`config.mk`:
```
export PLATFORM = sky130hd
export DESIGN_NAME = tlu_clear_seq
export DESIGN_NICKNAME = d
export VERILOG_FILES = /design/src/rtl/tlu_clear_seq.sv
export SDC_FILE = /design/constraint.sdc
export NUM_CORES = 1
export LEC_CHECK = 0
export BUFFER_PORTS_ARGS = -buffer_cell sky130_fd_sc_hd__buf_2
export CORE_AREA = 2 2 39 41
export CTS_BUF_LIST = sky130_fd_sc_hd__clkbuf_4 sky130_fd_sc_hd__clkbuf_8
export DETAILED_ROUTE_END_ITERATION = 10
export DIE_AREA = 0 0 41 43
export HOLD_SLACK_MARGIN = 0.05
export SLEW_MARGIN = 5
export SYNTH_ARGS = -nofsm -noshare
export SYNTH_HDL_FRONTEND = slang
export SYNTH_SLANG_ARGS = --single-unit
```
`constraint.sdc`:
```
create_clock -name i_clk -period 1.8 [get_ports i_clk]
set_input_delay 0.27 -clock i_clk [delete_from_list [all_inputs] [get_ports i_clk]]
set_output_delay 0.27 -clock i_clk [all_outputs]
set_load 0.005 [all_outputs]
```
`src/rtl/tlu_clear_seq.sv`:
```
// Post-reset sweep over the set state memory, one set per cycle.
// Depends on nothing but its parameter.
module tlu_clear_seq #(
    parameter int MAX_SETS = 512
) (
    input  logic                         i_clk,
    input  logic                         i_rst_n,
    output logic                         o_active,
    output logic [$clog2(MAX_SETS)-1:0]  o_idx
);

    localparam int SET_W = $clog2(MAX_SETS);
    localparam logic [SET_W-1:0] LAST_SET = SET_W'(MAX_SETS - 1);

    logic             r_active;
    logic             n_active;
    logic [SET_W-1:0] r_idx;
    logic [SET_W-1:0] n_idx;

    always_comb begin
        n_active = r_active;
        n_idx    = r_idx;
        if (r_active) begin
            n_idx = r_idx + SET_W'(1);
            if (r_idx == LAST_SET) begin
                n_active = 1'b0;
            end
        end
    end

    always_ff @(posedge i_clk) begin
        if (!i_rst_n) begin
            r_active <= 1'b1;
            r_idx    <= '0;
        end else begin
            r_active <= n_active;
            r_idx    <= n_idx;
        end
    end

    assign o_active = r_active;
    assign o_idx    = r_idx;

endmodule

```
# --- Word level (Yosys, flattened, before mapping) ---
# Index checks and enable logic that the tools add are counted.
totals:
  ff_bits: 10
  input_bits: 2
  out_inout_bits: 10
classes:
  addsub: 1
  n_eq_ne: 1
  muxes: 2
ops:
  columns: ["cell", "n"]
  rows:
  - ["adder 9 x 1 -> 9 bit, second input constant", 1]
  - ["equality test 9 bit, second input constant", 1]
  - ["two-way mux 1 bit", 2]

# --- Longest topological paths before layout ---
logic_depth:
  depth_word: 3
  depth_mapped: 6
  depth_no_buf: 6

# --- Worst setup path before layout ---
# OpenSTA, ideal clock, no wires.
synth_path:
  path_kind: "register to register"
  startpoint: "register r_idx[0], in the netlist o_idx[0]"
  endpoint: "register r_idx[8], in the netlist o_idx[8]"
  arrival_ns: 1.202
  path_slack_ns: 0.482
  path_stages_with_launch: 7
  path_buffers: 0
  period_less_slack_ns: 1.318
  path_cell_list: "dfxtp_1 ha_1 nand2_1 nor3_1 ha_1 mux2i_1 nor2b_1"
synth_via:
  elab_chain_len: 1
synth_rtl:
  columns: ["item", "line", "rtl"]
  rows:
  - ["start, declared", "17", "logic [SET_W-1:0] r_idx;"]
  - ["start signal, assigned", "37", "r_idx <= n_idx;"]
  - ["adder 9 x 1 -> 9 bit", "24", "n_idx = r_idx + SET_W'(1);"]
# No other way between the ends.
# A chain may end at the register's enable or synchronous reset.

# --- Worst setup path in the final report ---
# Same ends and word-level chain as after synthesis.

==> metrics.txt <==
final wirelength=770 µm; CP Launch Type=flip-flop; Ys Warns=0; clock skew=3.348 ps; Pre-antenna DRT Iters=2; Hold Path Class=in2reg; Worst path depth=6; leakage=0.0002417 µW; worst-path cell chain=ha_1, nand2_1, nor3_1, ha_1, mux2i_1, nor2b_1; synthesized instance count=45; # resized after CTS=0; drt drc=0; final worst-path cycle share=0.7846; CTS H-tree lvls=1; setup bufs post-CTS=0; GRT Util Overall=0.1147; slowest CP cell=dfxtp_1; CP endpoint=o_idx[8]; clk sink count=10; Root Driver=clkbuf_4; actual slew at the worst max-slew pin=197.5 ps; I/O pin total=12; commonest non-fill, non-tap cells in the layout=buf_2, dfxtp_1, and2_1; FF-to-FF End=o_idx[8]; n_diodes=0; number of DRC markers in iteration 0=4; row count=14; mapped cell area=445.4 µm²; Die Height=between 40 and 50 µm; distinct cell type count after synthesis=20; critical path fanouts, max=5; Worst Setup Path Type=reg2reg; final slew viol count=0; fin nets=65; Reg clk slew, reported paths=60 ps; Avg Inst Size Synth=slightly below 10 µm²; register area=200.2 µm²; met3 usage=0.03141; largest net degree at the start of global routing=11; status=completed; post-synthesis net count=between 40 and 50; final hold vios=0; RSZ-0062 raised after global routing=no; met2 Use GR=0.1563; number of synthesized register bits=10; area delta synth->final=21.91%; Horiz. Die Dim=between 40 and 50 µm; Setup crit end kind=flip-flop; met1 Use GR=0.1489; pwr dens=~740 nW/µm²; total CTS buffers=3; Hold Buf Count CTS=0; grt ovf=0; Buf/Inv on CP=0; post-layout min period=1412 ps; origin of the worst setup path=o_idx[0]; critical path's largest stage delay=410 ps; Core ar.=1384 µm²; DP Wirelength=586.1 µm; Worst slew margin=0.8681; Peak Freq=0.7081 GHz; CTS tree=built; fill cell count=133; commonest non-fill, non-tap cell in the layout=buf_2; Setup Viol. Count Final=0; I/O Buffers=11; peak supply drop=slightly below 0.4 mV; register area share after synthesis=0.4494; initial antenna violation count=0; share of post-route cells with drive strength above 1=0.3051; DIE AREA=1763 µm²; first-pass GRT wire length=1359 µm; maxcap violations=0; Avg WL per Cell=10.27 µm; vias per cell=4.667; setup slack, reg-to-reg=390 ps; Worst EP required=between 1500 and 2000 ps; R2R Path Start=o_idx[0]; most used routing layer=met2; clk buf depth=2; Largest delay share family, worst path=adder cells; total number of vias=350; critical path arrival=roughly 1600 ps; Finished Core Util=0.3924; area of the multi-input gates=about 230 µm²; routability cong.=0.7241; worst skew pair latency=250 ps; Setup Total Neg Slack=0 ps; vias in the first global route=between 300 and 400; most used cell, CP=ha_1; DRT antenna net count=0; Reg2Reg Depth=6; Starting Density=0.3219
sequential cells by signal (all words and copies together), names as in the netlist:
name,flops
o_idx,9
o_active,1
report_power, final:
group          internal, µW  total [µW]  switching (µW)
Clock                  76.6         141            64.6
Sequential              227         235            7.86
Combinational          13.8        25.0            11.3
Total                   317         401            83.7
synth_stat cells:
| library cell | number | area [µm²] |
|---|---|---|
| a21boi_0 | 2 | 15.01 |
| a21boi_1 | 1 | 7.510 |
| and2_1 | 4 | 25.02 |
| buf_4 | 1 | 7.510 |
| dfxtp_1 | 10 | 200.2 |
| ha_1 | 2 | 25.02 |
| inv_1 | 1 | 3.750 |
| mux2i_1 | 2 | 20.02 |
| nand2_1 | 3 | 11.26 |
| nand3_1 | 2 | 10.01 |
| nand3_2 | 1 | 10.01 |
| nand4_1 | 2 | 12.51 |
| nor2b_1 | 2 | 12.51 |
| nor3_1 | 1 | 5.000 |
| o21ai_0 | 3 | 15.01 |
| o31ai_1 | 1 | 7.510 |
| or3_2 | 2 | 15.01 |
| or4_1 | 1 | 7.510 |
| xnor2_1 | 3 | 26.28 |
| xor2_1 | 1 | 8.760 |
how the worst min path moves through the flow:
stage	cells past startpoint	from	slack, ps	endpoint
detailed placement	2	o_idx[7]	490	o_idx[7]
global placement	2	o_idx[7]	490	o_idx[7]
floorplan	1	i_rst_n	350	o_active
finish	2	i_rst_n	270	o_active
global route	2	i_rst_n	290	o_active
CTS	2	i_rst_n	280	o_active
routing by layer:
metal  wire length, µm  part of all wire  up-vias
li1                  -                 -      185
met1               371              0.48      157
met2               348              0.45        6
met3                40             0.052        2
met4                10             0.013        0
met5                 0                 0        -
metrics by stage:
step / instance area (µm²) / instances / power (µW) / setup WS, ps / hold slack [ps]
floorplan: 445.4 / 45 / 253.3 / 481.7 / 346.2
global placement: 520.5 / 72 / 264.6 / 412.3 / 491.8
detailed placement: 520.5 / 72 / 264.7 / 397.0 / 487.9
CTS: 543.0 / 75 / 408.7 / 385.5 / 276.6
global route: 543.0 / 75 / 421.7 / 207.5 / 291.0
finish: 543.0 / 75 / 401.2 / 387.7 / 274.5
kinds of logic after synthesis:
family / after synthesis / synth area share
adders and majority gates: 2 / 0.05617
and+or+nand+nor: 18 / 0.2443
buffers and inverters: 2 / 0.02528
muxes: 2 / 0.04495
AOI/OAI and AO/OA: 7 / 0.1011
DFF: 10 / 0.4494
xor gates and xnor gates: 4 / 0.07867
cell type report:
cell class,count,area share
flip-flops and latches,10,0.3687
inverters,1,0.006912
repair buffers,12,0.1152
multi-input cells,33,0.4309
clock buffers,3,0.04147
well taps,16,0.03687
Power figures use the tool's default switching activity.
