### config.mk
export PLATFORM = sky130hd
export DESIGN_NAME = tlu_cfg_regs
export DESIGN_NICKNAME = d
export VERILOG_FILES = /design/src/rtl/tlu_pkg.sv /design/src/rtl/tlu_cfg_regs.sv
export SDC_FILE = /design/constraint.sdc
export NUM_CORES = 1
export LEC_CHECK = 0
export BUFFER_PORTS_ARGS = -buffer_cell sky130_fd_sc_hd__buf_2
export CAP_MARGIN = 30
export CORE_AREA = 3 3 40 42
export DETAILED_ROUTE_END_ITERATION = 6
export DIE_AREA = 0 0 43 45
export PLACE_DENSITY = 0.47
export SLEW_MARGIN = 5
export SYNTH_ARGS = -nofsm -noshare
export SYNTH_HDL_FRONTEND = slang
export SYNTH_SLANG_ARGS = --single-unit
### constraint.sdc
create_clock -name i_clk -period 1.3 [get_ports i_clk]
set_input_delay 0.065 -clock i_clk [delete_from_list [all_inputs] [get_ports i_clk]]
set_output_delay 0.065 -clock i_clk [all_outputs]
set_load 0.01 [all_outputs]
### src/rtl/tlu_pkg.sv
// Shared types and constants for the two-way cache tag lookup.
// Holds the config register codes, reset values and the per-set state row.
// No dependencies.
package tlu_pkg;

    localparam int ADDR_W     = 32;
    localparam int CFG_IDX_W  = 1;
    localparam int CFG_DATA_W = 4;
    localparam int IDX_BITS_W = 4;

    localparam int DEF_MAX_SETS         = 512;
    localparam int DEF_LINE_OFFSET_BITS = 4;

    // config register indexes
    localparam logic [CFG_IDX_W-1:0] CFG_INDEX_BITS = 1'd0;
    localparam logic [CFG_IDX_W-1:0] CFG_LRU_MODE   = 1'd1;

    localparam logic [IDX_BITS_W-1:0] RST_INDEX_BITS = 4'd9;
    localparam logic                  RST_LRU_MODE   = 1'b1;

    // per-set replacement state: valid bit of each way and the victim way
    typedef struct packed {
        logic v1;
        logic v0;
        logic victim;
    } t_set_st;

    // after reset: both ways empty, way 1 filled first
    localparam t_set_st ST_CLEAR = '{v1: 1'b0, v0: 1'b0, victim: 1'b1};

endpackage

### src/rtl/tlu_cfg_regs.sv
// Configuration registers of the tag lookup: set index width and policy.
// Depends on tlu_pkg.
module tlu_cfg_regs (
    input  logic                              i_clk,
    input  logic                              i_rst_n,
    input  logic                              i_cfg_we,
    input  logic [tlu_pkg::CFG_IDX_W-1:0]     i_cfg_idx,
    input  logic [tlu_pkg::CFG_DATA_W-1:0]    i_cfg_data,
    output logic [tlu_pkg::IDX_BITS_W-1:0]    o_index_bits,
    output logic                              o_lru_mode
);

    logic [tlu_pkg::IDX_BITS_W-1:0] r_index_bits;
    logic                           r_lru_mode;

    always_ff @(posedge i_clk) begin
        if (!i_rst_n) begin
            r_index_bits <= tlu_pkg::RST_INDEX_BITS;
            r_lru_mode   <= tlu_pkg::RST_LRU_MODE;
        end else if (i_cfg_we) begin
            case (i_cfg_idx)
                tlu_pkg::CFG_INDEX_BITS: begin
                    r_index_bits <= i_cfg_data[tlu_pkg::IDX_BITS_W-1:0];
                end
                tlu_pkg::CFG_LRU_MODE: begin
                    r_lru_mode <= i_cfg_data[0];
                end
                default: begin
                end
            endcase
        end
    end

    assign o_index_bits = r_index_bits;
    assign o_lru_mode   = r_lru_mode;

endmodule

; Word level (Yosys, flattened, before mapping)
; Index checks and enable logic that the tools add are counted.
[classes]
n_bitwise = 1
n_reduce_logical = 2
[ops]
columns = operator, n
row1 = 2-bit AND reduction, 2
row2 = 1-bit NOT, 1
[totals]
reg_bits = 5
in_bits = 8
output_inout_bits = 5
elab_cells = 5

; Longest topological paths before layout
; Gate-level depths: netlist (run 1).
[depth]
ltp_word = 2
mapped_depth = 2
depth_no_buf = 2

; Worst setup path before layout (run 1)
; Ideal clock, no wire load.
[synth_path]
kind = reg-to-reg
startpoint = reg o_index_bits[3] (netlist name)
endpoint = reg r_index_bits, in the netlist o_index_bits[3]
setup_ns = 0.079
t_arrival_ns = 0.541
required_time_ns = 1.221
path_slack_ns = 0.680
stages_incl_launch_ff = 3
n_path_buf = 0
period_less_slack_ns = 0.620
cell_sequence = dfxtp_1 inv_1 o211ai_1
[synth_rtl]
columns = element, line_no
row1 = to (signal assigned), tlu_cfg_regs.sv:18  ; r_index_bits <= tlu_pkg::RST_INDEX_BITS;
row2 = to (signal assigned), tlu_cfg_regs.sv:23  ; r_index_bits <= i_cfg_data[tlu_pkg::IDX_BITS_W-1:0];
row3 = to (decl), tlu_cfg_regs.sv:13  ; logic [tlu_pkg::IDX_BITS_W-1:0] r_index_bits;

; Worst setup path after layout (run 1)
[layout_path]
startpoint = reg r_lru_mode, in the netlist o_lru_mode
endpoint = out o_lru_mode
[layout_rtl]
columns = element, line_no
row1 = from (decl), tlu_cfg_regs.sv:14  ; logic r_lru_mode;
row2 = from (signal assigned), tlu_cfg_regs.sv:19  ; r_lru_mode <= tlu_pkg::RST_LRU_MODE;
row3 = from (signal assigned), tlu_cfg_regs.sv:26  ; r_lru_mode <= i_cfg_data[0];
row4 = to (decl), tlu_cfg_regs.sv:10  ; output logic o_lru_mode
; No word-level cell between the ends.

==> results of run 1 <==
==> synth_stat cells <==
library cell	count
a21oi_1	1
nor2b_4	1
inv_1	1
o21ai_1	1
nor2b_1	2
o211ai_1	1
dfxtp_1	5
nand2_1	4
mux2i_1	3
and3b_2	1
nand3b_1	1
==> power by group through the flow <==
stage,clock network [mW],registers [mW],logic (mW)
floorplan,0,0.173,0.0180
global placement,0,0.169,0.0484
detailed placement,0,0.169,0.0481
CTS,0.191,0.166,0.0482
global route,0.207,0.167,0.0539
finish,0.177,0.166,0.0476
==> layer usage <==
layer	vias to the layer above	track usage	routed length, µm
met4	0	0.0723	0
met2	13	0.0778	152
met3	0	0.0279	81
met1	75	0.0799	237
li1	103	-	-
met5	-	0	0
==> cells by family (layout without fill, tap and decap cells) <==
| kind of cell | after synthesis | count (layout) | share of synthesized area |
|---|---|---|---|
| AO/OA/AOI/OAI | 3 | 3 | 0.0833 |
| buffers and inverters | 1 | 17 | 0.0178 |
| flip-flops | 5 | 5 | 0.476 |
| multiplexers | 3 | 3 | 0.143 |
| AND/OR/NAND/NOR | 9 | 9 | 0.280 |
==> through the flow <==
stage,utilization,total power [mW]
after floorplan,-,0.191
after global placement,0.225,0.217
after detailed placement,0.225,0.217
after CTS,0.245,0.405
after global routing,0.245,0.427
final,0.245,0.391
==> final timing paths <==
kind                                 from                      endpoint  slack (ns)
max               o_lru_mode$_SDFFE_PN1P_                    o_lru_mode        0.54
min                         i_cfg_data[2]  o_index_bits[2]$_SDFFE_PN0P_        0.07
min reg2reg  o_index_bits[1]$_SDFFE_PN0P_  o_index_bits[1]$_SDFFE_PN0P_        0.46
max reg2reg       o_lru_mode$_SDFFE_PN1P_       o_lru_mode$_SDFFE_PN1P_        0.70
==> cell type report <==
cell class | instances | area share
clock buffer | 4 | 0.0833
multi-input combinational | 15 | 0.337
sequential | 5 | 0.317
tap | 15 | 0.0595
inverter | 1 | 0.0119
timing repair buffer | 12 | 0.190
==> state kept, by name (all words and copies together) (netlist names) <==
signal / cells
o_index_bits: 4
o_lru_mode: 1
==> results.md, run 1 <==
* Clock share of power at 0.453
* Design area at 315 µm²
* Syn_nets at 29
* RD Place Congestion at 0.658
* Cell count after synthesis at 21
* Final ANT Viol Nets at 0
* Layout cell share with drive strength beyond 1 at 0.459
* Achievable Freq at 1.31 GHz
* Final TNS setup at 0 ns
* Sequential Power Share at 0.425
* Final setup violating endpoints at 0
* Tmin final at 0.764 ns
* Via count at 191
* Fill count at 152
* #FFs+latches synth at 5
* Largest area contributor in the netlist: dfxtp_1
* Worst-path maximum fanout at 2
* WHS at 0.0732 ns
* Psw at 0.0882 mW
* Status: complete, no violations
* Routed WL at 471 µm
* Die W at 43 µm
* Maxcap violations at 0
* Worst-Margin Slew at 0.156 ns
* Commonest non-fill, non-tap cell in the layout: buf_2
* Die Area at 1940 µm²
* Rows at 13
* DRC Markers at 0
* H-tree depth at 1
* Crit path buffers/inverters at 1
* CTS Buffer Depth at 2
* Synthesis-to-layout area growth at 50.0%
* Clock Latency Late Sink at 0.24 ns
* Drt via density at 3.67
* Synthesis warning total at 0
* Ranking of synthesized cells by area: dfxtp_1 (48%), mux2i_1 (14%), nand2_1 (7.1%)
* Worst slew margin at 0.896
* Placed cell areas at 289 µm²
* Gr ovfl total at 0
* WP data required at 1.24 ns
* Starting Density at 0.164
* Yosys top cell area share at 0.476
* CP top delay family: flip-flops
* Placed cell count at 48
* Post_cts resized at 0
* CP Cell Sequence: buf_2
* RSZ-0062 raised after global routing: false
* Avg Cell Area, Syn at 10.0 µm²
* Slowest stage cell, crit path: dfxtp_1
* Commonest non-fill, non-tap cells in the layout: buf_2 (12), dfxtp_1 (5), nand2_1 (4), mux2i_1 (3), clkbuf_4 (3)
* Core area at 1280 µm²
* Fin. max-slew vios at 0
* Worst Hold Class: input port to flop
* Slowest stage delay, CP at 0.33 ns
* Sequential share of the synthesized area at 0.476
* Largest net degree at the start of global routing at 9
* FF/Latch Area at 100 µm²
* Hold buffers post-CTS at 0
* CTS tree: built
* Fin worst setup slack at 0.536 ns
* Port Buffers at 12
* Worst r2r path cells at 2
* Crit path depth at 1
* Peak supply drop at 0.000326 V
* Setup CP Type: flop to output port
* Sw frac at 0.225
* Initial antenna violation count at 0
* WL/cell at 9.06 µm
* Synth unique cells at 11
* Worst clock skew at 0 ns
* First-pass DRT Iterations at 2
* Die height at 45 µm
* Combinational power share at 0.122
* Final Cycle Share at 0.587
* Area of the multi-input gates at 106 µm²
* Setup crit end kind: output port
* 1st-iter DRT viols at 1
* Internal power at 0.303 mW
* Nets@finish at 46
* Non-filler cells, final at 52
* Post-CTS setup buffer count at 0
* GRT Overall Usage at 0.0651
* Leak at 0.150 nW
* Top Ports at 13
* Worst EP arrival at 0.70 ns
* Mapped Area at 210 µm²
* Vias in the first global route at 214
* CTS Buf Count at 3
* Setup crit start kind: flop
* First-pass GRT wire length at 862 µm
* # diodes at 0
* Hold path depth at 3
* Place WS at 0.641 ns
* Clock slew at reported path FFs at 0.04 ns
* Clock sink count at 5
* CTS root buf: clkbuf_4
* Hold Vio Cnt, Final at 0
* Pwr dens at 1240 nW/µm²
(Power assumes the default switching activity.)
==> run 2, diff against run 1 <==
==> constraint.sdc (replaced) <==
create_clock -name i_clk -period 0.8 [get_ports i_clk]
set_input_delay 0.04 -clock i_clk [delete_from_list [all_inputs] [get_ports i_clk]]
set_output_delay 0.04 -clock i_clk [all_outputs]
set_load 0.01 [all_outputs]
==> run 2 against run 1 <==
Effect of this change: combinational power increased by 63%; sequential share of layout area unchanged; critical path depth is the same; clock-buffer cell count unchanged; highest routed layer unchanged; largest power group unchanged.
==> results.md, run 2 (synthesis gave the netlist of run 1 again) <==
* Hold Vio Cnt, Final at 0 (unchanged)
* Leak at 0.150 nW (unchanged)
* Peak supply drop at 0.000819 V (+150%)
* Vias in the first global route at 209 (-2.3%)
* DRC Markers at 0 (unchanged)
* Maxcap violations at 0 (unchanged)
* Final HPWL DP at 353 µm
* Worst slew margin at 0.896 (about the same)
* Clock Latency Late Sink at 0.24 ns (about the same)
* Sequential Power Share at 0.419 (-0.006)
* WL/cell at 9.92 µm (+9.6%)
* Nets@finish at 46 (unchanged)
* Via count at 204 (+6.8%)
* Starting Density at 0.164 (unchanged)
* Die height at 45 µm (unchanged)
* RSZ-0062 raised after global routing: false
* Clock slew at reported path FFs at 0.04 ns (about the same)
* Final TNS setup at 0 ns (unchanged)
* Post_cts resized at 0 (unchanged)
* Pwr dens at 2040 nW/µm² (+65%)
* Port Buffers at 12 (unchanged)
* Drt via density at 3.92 (+6.8%)
* Routed WL at 516 µm (+9.6%)
* # diodes at 0 (unchanged)
* Rows at 13 (unchanged)
* CTS root buf: clkbuf_4
* Reg2reg setup slack at 0.20 ns (-0.50 ns)
* Tmin final at 0.745 ns
* Worst clock skew at 0 ns (unchanged)
* Achievable Freq at 1.34 GHz
* Crit path buffers/inverters at 1 (unchanged)
* Hold buffers post-CTS at 0 (unchanged)
* Setup crit end kind: output port
* Fin. max-slew vios at 0 (unchanged)
* Psw at 0.152 mW (+72%)
* Gr ovfl total at 0 (unchanged)
* Worst Hold Class: input port to flop
* H-tree depth at 1 (unchanged)
* RD Place Congestion at 0.647 (-1.7%)
* First-pass GRT wire length at 869 µm (+0.81%)
* Worst-path maximum fanout at 2 (unchanged)
* GRT Overall Usage at 0.0692 (+0.00417)
* Clock sink count at 5 (unchanged)
* Clock share of power at 0.460 (+0.007)
* CTS tree: built
* Internal power at 0.493 mW (+63%)
* CP Cell Sequence: buf_2
* Status: complete, no violations
* Worst-Margin Slew at 0.156 ns (+0.000121 ns)
* Top Ports at 13 (unchanged)
* First-pass DRT Iterations at 1 (-1)
* CTS Buf Count at 3 (unchanged)
* Hold path depth at 3 (unchanged)
* CP top delay family: flip-flops
* Largest net degree at the start of global routing at 9 (unchanged)
* WP data required at 0.76 ns (-0.48 ns)
* 1st-iter DRT viols at 0 (-1)
* Post-CTS setup buffer count at 0 (unchanged)
* Max FFs per register at 4 (unchanged)
* Die W at 43 µm (unchanged)
* Final setup violating endpoints at 0 (unchanged)
* Combinational power share at 0.121 (about the same)
* Worst EP arrival at 0.70 ns (about the same)
* Slowest stage cell, crit path: dfxtp_1
* Commonest non-fill, non-tap cell in the layout: buf_2
* CTS Buffer Depth at 2 (unchanged)
* Setup CP Type: flop to output port
* Core area at 1280 µm² (unchanged)
* Die Area at 1940 µm² (unchanged)
* Crit path depth at 1 (unchanged)
* Non-filler cells, final at 52 (unchanged)
* Final ANT Viol Nets at 0 (unchanged)
* Initial antenna violation count at 0 (unchanged)
* Synthesis-to-layout area growth at 50.0% (unchanged)
* Layout cell share with drive strength beyond 1 at 0.459 (unchanged)
* Slowest stage delay, CP at 0.33 ns (about the same)
* Final Cycle Share at 0.931
* Placed cell count at 48 (unchanged)
* Fill count at 139 (-8.6%)
* Setup crit start kind: flop
* Worst r2r path cells at 2 (unchanged)
* Sw frac at 0.235 (+0.00986)
* Commonest non-fill, non-tap cells in the layout: buf_2 (12), dfxtp_1 (5), nand2_1 (4), mux2i_1 (3), clkbuf_4 (3)
run 2: cell counts in the layout (fill, tap and decap cells not counted):
No cell type changed its count.
run 2: worst reg2reg max path: stages, from the launching register on:
cell	delay, ns
dfxtp_1	0.32
inv_1	0.04
o211ai_1	0.16
run 2: worst paths after layout:
check                                from                            to
min                         i_cfg_data[1]  o_index_bits[1]$_SDFFE_PN0P_
max reg2reg  o_index_bits[3]$_SDFFE_PN1P_  o_index_bits[3]$_SDFFE_PN1P_
min reg2reg  o_index_bits[2]$_SDFFE_PN0P_  o_index_bits[2]$_SDFFE_PN0P_
max          o_index_bits[1]$_SDFFE_PN0P_               o_index_bits[1]
run 2: power groups by stage:
stage                     Clock (mW)  Combinational [mW]  Sequential [mW]
after floorplan                    0              0.0292            0.281
after global placement             0              0.0780            0.275
after detailed placement           0              0.0778            0.275
after CTS                      0.315              0.0791            0.270
after global routing           0.338              0.0855            0.271
final                          0.296              0.0777            0.270
run 2: stage by stage:
step	power, mW	setup WS [ns]	hold WS (ns)	area [µm²]	utilization
3_5_place_dp	0.352	0.170	0.299	289	0.225
6_report	0.644	0.0555	0.0466	315	0.245
3_3_place_gp	0.353	0.169	0.295	289	0.225
5_1_grt	0.695	0.00680	0.0298	315	0.245
2_1_floorplan	0.310	0.180	0.120	210	-
4_1_cts	0.664	0.0308	0.0351	315	0.245
run 2: layout make-up:
cell class | count | area (µm²) | area share
Multi-Input combinational cell | 15 | 106 | 0.337
Clock buffer | 4 | 26.3 | 0.0833
Timing Repair Buffer | 12 | 60.1 | 0.190
Sequential cell | 5 | 100 | 0.317
Inverter | 1 | 3.75 | 0.0119
Tap cell | 15 | 18.8 | 0.0595
run 2: metal layers:
metal  track usage  part of all wire  up-vias
met1        0.0678              0.46       84
met4        0.0361                 0        0
met5             0                 0        -
met3        0.0837              0.20        0
li1              -                 -      103
met2        0.0838              0.34       17
